--- config.mk ---
export PLATFORM = sky130hd
export DESIGN_NAME = key_debounce_autorepeat_core_flat
export DESIGN_NICKNAME = d
export VERILOG_FILES = /design/src/hdl/kda_pkg.sv /design/src/hdl/kda_if.sv /design/src/hdl/kda_engine.sv /design/src/hdl/key_debounce_autorepeat_core.sv /design/src/flat_wrapper.sv
export SDC_FILE = /design/constraint.sdc
export NUM_CORES = 1
export LEC_CHECK = 0
export BUFFER_PORTS_ARGS = -buffer_cell sky130_fd_sc_hd__buf_4
export CORE_MARGIN = 8
export CORE_UTILIZATION = 54
export DETAILED_ROUTE_END_ITERATION = 7
export GPL_TIMING_DRIVEN = 0
export PLACE_DENSITY = 0.87
export SYNTH_ARGS = -nofsm -noshare
export SYNTH_HDL_FRONTEND = slang
export SYNTH_SLANG_ARGS = --single-unit
--- constraint.sdc ---
create_clock -name i_clk -period 3.5 [get_ports i_clk]
set_clock_uncertainty 0.2 [all_clocks]
set_input_delay 0.175 -clock i_clk [delete_from_list [all_inputs] [get_ports i_clk]]
set_output_delay 0.175 -clock i_clk [all_outputs]
set_load 0.02 [all_outputs]
--- src/hdl/kda_pkg.sv ---
`default_nettype none

package kda_pkg;

    // Width of every configuration register.
    localparam int CFG_W = 10;

    // Default build parameters.
    localparam int KEY_BITS_DEF   = 8;
    localparam int TIMER_BITS_DEF = 10;

    // Configuration port geometry.
    localparam int APB_ADDR_W = 4;
    localparam int APB_DATA_W = 32;

    // Register indexes (byte address is four times the index).
    localparam logic [1:0] REG_DEBOUNCE = 2'd0;
    localparam logic [1:0] REG_DELAY    = 2'd1;
    localparam logic [1:0] REG_PERIOD   = 2'd2;

    // Timing constants in ticks.
    localparam logic [CFG_W-1:0] DEF_DEBOUNCE = 10'd5;
    localparam logic [CFG_W-1:0] DEF_DELAY    = 10'd150;
    localparam logic [CFG_W-1:0] DEF_PERIOD   = 10'd20;
    localparam logic [CFG_W-1:0] ARM_TICKS    = 10'd1;

    // Event codes carried in each result word.
    typedef enum logic [1:0] {
        EV_NONE   = 2'd0,
        EV_PRESS  = 2'd1,
        EV_REPEAT = 2'd2
    } t_event;

    // Configuration register set.
    typedef struct packed {
        logic [CFG_W-1:0] debounce_ticks;
        logic [CFG_W-1:0] repeat_delay;
        logic [CFG_W-1:0] repeat_period;
    } t_cfg;

endpackage

`default_nettype wire

--- src/hdl/kda_if.sv ---
`default_nettype none

// Input channel: one pin sample per word.
interface kda_in_if #(
    parameter int KEY_BITS = kda_pkg::KEY_BITS_DEF
);
    logic                valid;
    logic                ready;
    logic                tick;
    logic [KEY_BITS-1:0] pin_levels;
    logic [KEY_BITS-1:0] key_sel;

    modport source (output valid, output tick, output pin_levels, output key_sel,
                    input ready);
    modport sink   (input valid, input tick, input pin_levels, input key_sel,
                    output ready);
endinterface

// Output channel: one result per input word.
interface kda_out_if;
    logic                 valid;
    logic                 ready;
    kda_pkg::t_event      event_res;
    logic                 locked_out;

    modport source (output valid, output event_res, output locked_out, input ready);
    modport sink   (input valid, input event_res, input locked_out, output ready);
endinterface

`default_nettype wire

--- src/hdl/kda_engine.sv ---
`default_nettype none

// Debounce and auto-repeat state machine; state advances once per stepped word.
module kda_engine #(
    parameter int KEY_BITS   = kda_pkg::KEY_BITS_DEF,
    parameter int TIMER_BITS = kda_pkg::TIMER_BITS_DEF
) (
    input  wire logic                i_clk,
    input  wire logic                i_rst_n,
    input  wire logic                i_step,
    input  wire logic                i_tick,
    input  wire logic [KEY_BITS-1:0] i_pin_levels,
    input  wire logic [KEY_BITS-1:0] i_key_sel,
    input  wire kda_pkg::t_cfg       i_cfg,
    output kda_pkg::t_event          o_event_res,
    output logic                     o_locked_out
);

    typedef enum logic [2:0] {
        PH_IDLE     = 3'd0,
        PH_DEBOUNCE = 3'd1,
        PH_ARMED    = 3'd2,
        PH_WAIT     = 3'd3,
        PH_REPEAT   = 3'd4
    } t_phase;

    t_phase                r_phase, n_phase;
    logic [KEY_BITS-1:0]   r_owner, n_owner;
    logic [TIMER_BITS-1:0] r_cd, n_cd;

    logic [TIMER_BITS-1:0] cd_ticked;
    logic [TIMER_BITS-1:0] eff_delay;
    logic [TIMER_BITS-1:0] eff_period;
    logic                  press;
    logic                  cd_zero;

    // Fit a register value into the countdown width.
    function automatic logic [TIMER_BITS-1:0] to_timer(input logic [kda_pkg::CFG_W-1:0] v);
        logic [kda_pkg::CFG_W+TIMER_BITS-1:0] ext;
        ext = {{TIMER_BITS{1'b0}}, v};
        return ext[TIMER_BITS-1:0];
    endfunction

    // A zero delay or period selects the built-in default.
    assign eff_delay  = to_timer((i_cfg.repeat_delay == '0) ? kda_pkg::DEF_DELAY
                                                            : i_cfg.repeat_delay);
    assign eff_period = to_timer((i_cfg.repeat_period == '0) ? kda_pkg::DEF_PERIOD
                                                             : i_cfg.repeat_period);

    // The tick decrements the countdown before the key is evaluated.
    assign cd_ticked = (i_tick && r_cd != '0) ? r_cd - TIMER_BITS'(1) : r_cd;
    assign cd_zero   = (cd_ticked == '0);

    assign o_locked_out = (r_owner != '0) && (r_owner != i_key_sel);
    assign press        = ((i_pin_levels & i_key_sel) == '0);

    // Phase transitions for the polled key.
    always_comb begin
        n_phase     = r_phase;
        n_owner     = r_owner;
        n_cd        = cd_ticked;
        o_event_res = kda_pkg::EV_NONE;
        if (!o_locked_out) begin
            priority if (press && r_phase == PH_IDLE) begin
                n_phase = PH_DEBOUNCE;
                n_cd    = to_timer(i_cfg.debounce_ticks);
            end else if (r_phase == PH_IDLE) begin
                n_phase = PH_IDLE;
            end else if (press && r_phase == PH_DEBOUNCE && cd_zero) begin
                n_phase = PH_ARMED;
                n_cd    = to_timer(kda_pkg::ARM_TICKS);
                n_owner = i_key_sel;
            end else if (!press && (r_phase == PH_ARMED || r_phase == PH_WAIT)) begin
                o_event_res = kda_pkg::EV_PRESS;
                n_phase     = PH_IDLE;
                n_owner     = '0;
            end else if (press && r_phase == PH_ARMED && cd_zero) begin
                n_phase = PH_WAIT;
                n_cd    = eff_delay;
            end else if (press && r_phase == PH_WAIT && cd_zero) begin
                n_phase = PH_REPEAT;
            end else if (press && r_phase == PH_REPEAT && cd_zero) begin
                n_cd        = eff_period;
                o_event_res = kda_pkg::EV_REPEAT;
            end else if (!press && r_phase == PH_REPEAT) begin
                // Release while repeating ends silently.
                n_phase = PH_IDLE;
                n_owner = '0;
            end else begin
                n_phase = r_phase;
            end
        end
    end

    // State registers.
    always_ff @(posedge i_clk) begin
        if (!i_rst_n) begin
            r_phase <= PH_IDLE;
            r_owner <= '0;
            r_cd    <= '0;
        end else if (i_step) begin
            r_phase <= n_phase;
            r_owner <= n_owner;
            r_cd    <= n_cd;
        end
    end

endmodule

`default_nettype wire

--- src/hdl/key_debounce_autorepeat_core.sv ---
// Key debouncer with auto-repeat.
// Input channel i_in carries one word per poll: a tick flag, the raw pin byte
// (a key is pressed when its bit is low) and a one-hot mask naming the key.
// Output channel o_out returns exactly one word per input word: an event code
// (none, short press, auto-repeat) and a flag that another key owns the block.
// The APB port holds three 10-bit registers at byte addresses 0, 4 and 8:
// debounce ticks, repeat delay and repeat period. Writes land in the access
// cycle; pready is always high. The user must change registers only while the
// block is idle; the block itself does not enforce this. A word accepted into
// the input register is stepped once the result slot frees, and its result is
// then held in the result register and valid on o_out. Throughput: one word
// per cycle while the receiver does not stall; the state update is combinational.
// When the receiver stalls, the result holds and the input register keeps
// one more word; i_in.ready drops only when both are full.
// Synchronous reset returns the registers to their defaults (5, 0, 0), the
// key state to idle with no owner and a zero countdown, and empties both stages.
`default_nettype none

module key_debounce_autorepeat_core #(
    parameter int KEY_BITS   = kda_pkg::KEY_BITS_DEF,
    parameter int TIMER_BITS = kda_pkg::TIMER_BITS_DEF
) (
    input  wire logic                            i_clk,
    input  wire logic                            i_rst_n,
    kda_in_if.sink                               i_in,
    kda_out_if.source                            o_out,
    input  wire logic                            psel,
    input  wire logic                            penable,
    input  wire logic                            pwrite,
    input  wire logic [kda_pkg::APB_ADDR_W-1:0]  paddr,
    input  wire logic [kda_pkg::APB_DATA_W-1:0]  pwdata,
    output logic      [kda_pkg::APB_DATA_W-1:0]  prdata,
    output logic                                 pready
);

    kda_pkg::t_cfg       r_cfg;
    logic [1:0]          reg_idx;
    logic                cfg_wr;

    logic                r_s1_valid;
    logic                r_s1_tick;
    logic [KEY_BITS-1:0] r_s1_pins;
    logic [KEY_BITS-1:0] r_s1_mask;

    logic                r_out_valid;
    kda_pkg::t_event     r_out_event;
    logic                r_out_locked;

    logic                advance;
    logic                fire;
    logic                in_take;
    kda_pkg::t_event     step_event;
    logic                step_locked;

    // Configuration registers.
    assign pready  = 1'b1;
    assign reg_idx = paddr[3:2];
    assign cfg_wr  = psel && penable && pwrite;

    always_ff @(posedge i_clk) begin
        if (!i_rst_n) begin
            r_cfg.debounce_ticks <= kda_pkg::DEF_DEBOUNCE;
            r_cfg.repeat_delay   <= '0;
            r_cfg.repeat_period  <= '0;
        end else if (cfg_wr) begin
            if (reg_idx == kda_pkg::REG_DEBOUNCE) begin
                r_cfg.debounce_ticks <= pwdata[kda_pkg::CFG_W-1:0];
            end
            if (reg_idx == kda_pkg::REG_DELAY) begin
                r_cfg.repeat_delay <= pwdata[kda_pkg::CFG_W-1:0];
            end
            if (reg_idx == kda_pkg::REG_PERIOD) begin
                r_cfg.repeat_period <= pwdata[kda_pkg::CFG_W-1:0];
            end
        end
    end

    // Register read-back.
    always_comb begin
        prdata = '0;
        unique case (reg_idx)
            kda_pkg::REG_DEBOUNCE: prdata[kda_pkg::CFG_W-1:0] = r_cfg.debounce_ticks;
            kda_pkg::REG_DELAY:    prdata[kda_pkg::CFG_W-1:0] = r_cfg.repeat_delay;
            kda_pkg::REG_PERIOD:   prdata[kda_pkg::CFG_W-1:0] = r_cfg.repeat_period;
            default:               prdata = '0;
        endcase
    end

    // Pipeline handshake: the input stage moves whenever the result slot frees.
    assign advance    = !r_out_valid || o_out.ready;
    assign fire       = r_s1_valid && advance;
    assign i_in.ready = !r_s1_valid || advance;
    assign in_take    = i_in.valid && i_in.ready;

    // Input register.
    always_ff @(posedge i_clk) begin
        if (!i_rst_n) begin
            r_s1_valid <= 1'b0;
        end else if (in_take) begin
            r_s1_valid <= 1'b1;
        end else if (fire) begin
            r_s1_valid <= 1'b0;
        end
    end

    always_ff @(posedge i_clk) begin
        if (in_take) begin
            r_s1_tick <= i_in.tick;
            r_s1_pins <= i_in.pin_levels;
            r_s1_mask <= i_in.key_sel;
        end
    end

    kda_engine #(
        .KEY_BITS   (KEY_BITS),
        .TIMER_BITS (TIMER_BITS)
    ) u_engine (
        .i_clk        (i_clk),
        .i_rst_n      (i_rst_n),
        .i_step       (fire),
        .i_tick       (r_s1_tick),
        .i_pin_levels (r_s1_pins),
        .i_key_sel    (r_s1_mask),
        .i_cfg        (r_cfg),
        .o_event_res  (step_event),
        .o_locked_out (step_locked)
    );

    // Result register.
    always_ff @(posedge i_clk) begin
        if (!i_rst_n) begin
            r_out_valid <= 1'b0;
        end else if (fire) begin
            r_out_valid <= 1'b1;
        end else if (o_out.ready) begin
            r_out_valid <= 1'b0;
        end
    end

    always_ff @(posedge i_clk) begin
        if (fire) begin
            r_out_event  <= step_event;
            r_out_locked <= step_locked;
        end
    end

    assign o_out.valid      = r_out_valid;
    assign o_out.event_res  = r_out_event;
    assign o_out.locked_out = r_out_locked;

endmodule

`default_nettype wire

--- src/flat_wrapper.sv ---
// flat-port wrapper written by rule: the top's interface ports become plain ports
module key_debounce_autorepeat_core_flat 
#(
    parameter int KEY_BITS   = kda_pkg::KEY_BITS_DEF,
    parameter int TIMER_BITS = kda_pkg::TIMER_BITS_DEF
)
  (i_clk, i_rst_n, psel, penable, pwrite, paddr, pwdata, prdata, pready, i_in_valid, i_in_tick, i_in_pin_levels, i_in_key_sel, i_in_ready, o_out_valid, o_out_event_res, o_out_locked_out, o_out_ready);
  kda_in_if #(.KEY_BITS(KEY_BITS)) i_in_i ();
  kda_out_if o_out_i ();
  input  wire logic i_clk;
  input  wire logic i_rst_n;
  input  wire logic psel;
  input  wire logic penable;
  input  wire logic pwrite;
  input  wire logic [kda_pkg::APB_ADDR_W-1:0] paddr;
  input  wire logic [kda_pkg::APB_DATA_W-1:0] pwdata;
  output logic      [kda_pkg::APB_DATA_W-1:0] prdata;
  output logic pready;
  input wire logic [$bits(i_in_i.valid)-1:0] i_in_valid;
  input wire logic [$bits(i_in_i.tick)-1:0] i_in_tick;
  input wire logic [$bits(i_in_i.pin_levels)-1:0] i_in_pin_levels;
  input wire logic [$bits(i_in_i.key_sel)-1:0] i_in_key_sel;
  output wire logic [$bits(i_in_i.ready)-1:0] i_in_ready;
  output wire logic [$bits(o_out_i.valid)-1:0] o_out_valid;
  output wire logic [$bits(o_out_i.event_res)-1:0] o_out_event_res;
  output wire logic [$bits(o_out_i.locked_out)-1:0] o_out_locked_out;
  input wire logic [$bits(o_out_i.ready)-1:0] o_out_ready;
  assign i_in_i.valid = i_in_valid;
  assign i_in_i.tick = i_in_tick;
  assign i_in_i.pin_levels = i_in_pin_levels;
  assign i_in_i.key_sel = i_in_key_sel;
  assign i_in_ready = i_in_i.ready;
  assign o_out_valid = o_out_i.valid;
  assign o_out_event_res = o_out_i.event_res;
  assign o_out_locked_out = o_out_i.locked_out;
  assign o_out_i.ready = o_out_ready;
  key_debounce_autorepeat_core #(.KEY_BITS(KEY_BITS), .TIMER_BITS(TIMER_BITS)) u_core (.i_clk(i_clk), .i_rst_n(i_rst_n), .i_in(i_in_i), .o_out(o_out_i), .psel(psel), .penable(penable), .pwrite(pwrite), .paddr(paddr), .pwdata(pwdata), .prdata(prdata), .pready(pready));
endmodule
==> impl_metrics.ini <==
[clock_tree]
cts_made_buffers = 9
clock_path_buffers = 2
cts-resized-gates = 0
cts_tree = done
cts.sinks = 73
postCtsSetupBuffers = 0
htreeDepth = 3
insertion_delay_ns = 0.36
hold_buffers = 30
path_clk_slew_ns = 0.07
cts-root-buf = clkbuf_8

[synthesis]
syn_area_um2 = 4170
synth_cell_types = 67
ys_seq_area_share_pct = 39.8
synthArstFlopShare_pct = 0
ys_warn_count = 0
synth-seq-cells = 73
ys.flop_type = dfxtp_1
synth.avg_cell_area_um2 = 8.58
synth_edf_count = 20
postSynthCellCount = 486

[place]
dpl_cell_area_um2 = 4740
gp_congestion = 0.912
port_buffers = 49
dp_hpwl_um = 8630

[drt]
num_vias = 4187
drtIter0Drc = 463
drc_errors = 0
avgViaCountPerCell = 5.94
wl_um = 12400
firstDrtPassIters = 5
wire_per_inst_um = 17.6
ant_nets = 0

[global_route]
grt_max_degree = 18
grt_pass1_wl_um = 20200
antenna_found_initial = 1
grt_usage_pct = 22.7
gr-total-overflow = 0
grt_pass1_vias = 4064

[worst_hold_path]
min_path_type = in2reg

[cells_and_area]
stdcell_area_um2 = 5260
final_common_cell = nand2_1
final_cell_mix = 88 x nand2_1, 73 x buf_4, 53 x dfxtp_1
syn_to_final_growth_pct = 26.1
num-nets-final = 659
drive_above_1_share_pct = 17.6

[setup_path]
critical_path_arrival_ns = 3.11
cp-start-kind = register
crit_required_ns = 3.52
crit_fanout = 10
critPathKind = reg2reg
crit_path_end_kind = register

[power]
ir_drop_v = 0.000297
power_leakage_nw = 2.00
power.density_nw_per_um2 = 386
p_total_mw = 2.03

[floorplanning]
die_h_um = 104
core_region_area_um2 = 7610
die_x_um = 104
start_util_pct = 54.8
die_area_um2 = 10800
rows = 32
pin_count = 98

[flow_run]
cap_viol_max_count = 0

[timing]
hold_viol_final = 0
setup_tns_ns = 0
fmax_mhz = 324
rsz0062_at_grt = false
maxSlewViolCount = 0
fin_crit_sh_pct = 88.3
setup_violations = 0
timing.slew.headroom_pct = 12.9
finalCriticalPeriod_ns = 3.09
tightest_slew_ns = 1.30
holdWs_ns = 0.0125

[outcome]
outcome = finished clean
path summary, 6_finish.rpt:
path / slack [ns] / end / cells after the start / from
worst min-delay path: 0.01 / u_core.r_cfg[10] / 3 / i_rst_n
worst max register to register: 0.41 / u_core.u_engine.r_cd[2] / 9 / u_core.u_engine.r_cd[4]
worst min register to register: 0.29 / u_core.r_cfg[18] / 2 / u_core.r_cfg[18]
worst max-delay path: 0.41 / u_core.u_engine.r_cd[2] / 9 / u_core.u_engine.r_cd[4]
power by group:
| part | leakage (nW) | switching (mW) | total (mW) | internal, mW |
|---|---|---|---|---|
| Clock | 0.102 | 0.315 | 0.713 | 0.398 |
| Combinational | 1.28 | 0.225 | 0.394 | 0.169 |
| Sequential | 0.625 | 0.0284 | 0.924 | 0.895 |
flip-flops by register name (all words and copies together) (netlist names):
name                     count
u_core.o_out.event_res       2
u_core.o_out.locked_out      1
u_core.o_out.valid           1
u_core.r_cfg                30
u_core.r_s1_mask             8
u_core.r_s1_pins             8
u_core.r_s1_tick             1
u_core.r_s1_valid            1
u_core.u_engine.r_cd        10
u_core.u_engine.r_owner      8
u_core.u_engine.r_phase      3
per-layer routing:
layer / vias up / routed length (um) / part of all wire, % / track usage [%]
li1: 1933 / - / - / -
met1: 1969 / 4930 / 40 / 27.3
met2: 242 / 5920 / 48 / 37.1
met3: 43 / 1100 / 8.9 / 4.89
met4: 0 / 456 / 3.7 / 11.9
met5: - / 0 / 0 / 0
Yosys cell counts, types with 5 or more instances:
| cell | n | area [um2] |
|---|---|---|
| a21oi_1 | 40 | 200 |
| a22oi_1 | 7 | 52.6 |
| a31oi_1 | 10 | 62.6 |
| buf_4 | 24 | 180 |
| clkbuf_1 | 21 | 78.8 |
| dfxtp_1 | 53 | 1060 |
| edfxtp_1 | 20 | 601 |
| inv_1 | 11 | 41.3 |
| mux2i_1 | 30 | 300 |
| nand2_1 | 88 | 330 |
| nand3_1 | 18 | 90.1 |
| nor2_1 | 26 | 97.6 |
| nor2b_1 | 8 | 50.1 |
| nor3_1 | 7 | 35.0 |
| nor4_1 | 8 | 50.1 |
| o21ai_0 | 20 | 100 |
| o41ai_1 | 5 | 43.8 |
| xor2_1 | 8 | 70.1 |
cell type report:
| cell class | count | area [um2] |
|---|---|---|
| antenna | 1 | 2.50 |
| buffer | 50 | 294 |
| clock buffer | 10 | 128 |
| clock inverter | 6 | 83.8 |
| fill | 571 | 2350 |
| inverter | 12 | 45.0 |
| multi-input combinational | 372 | 2250 |
| sequential | 73 | 1660 |
| tap | 102 | 128 |
| timing repair buffer | 79 | 668 |
metrics by stage:
| stage | cells | setup slack (ns) | utilization [%] |
|---|---|---|---|
| global route | 705 | 0.176 | 69.1 |
| global placement | 658 | 0.572 | 62.4 |
| finish | 705 | 0.410 | 69.1 |
| floorplan | 507 | 0.862 | - |
| detailed placement | 658 | 0.471 | 62.4 |
| CTS | 704 | 0.444 | 69.1 |
critical path, cell delays in order (launching register included):
cell and delay (ns):
dfxtp_1 0.30, clkbuf_1 0.19, or4_1 0.54, nor2_1 0.16, mux2i_1 0.42, o2111a_2 0.30
buf_6 0.16, nand2_4 0.11, o311ai_0 0.44, a31oi_1 0.14
cell families (layout without fill, tap and decap cells):
logic type / count (synthesis) / count (layout) / synth area share, %
buf+inv: 62 / 157 / 8.13
mux: 30 / 30 / 7.20
flops: 73 / 73 / 39.8
xor+xnor: 11 / 11 / 2.31
compound gates: 122 / 122 / 20.1
simple gates: 184 / 184 / 21.7
other cells: 2 / 24 / 0.180
fa+ha+maj: 2 / 2 / 0.600
Power figures use the tool's default switching activity.
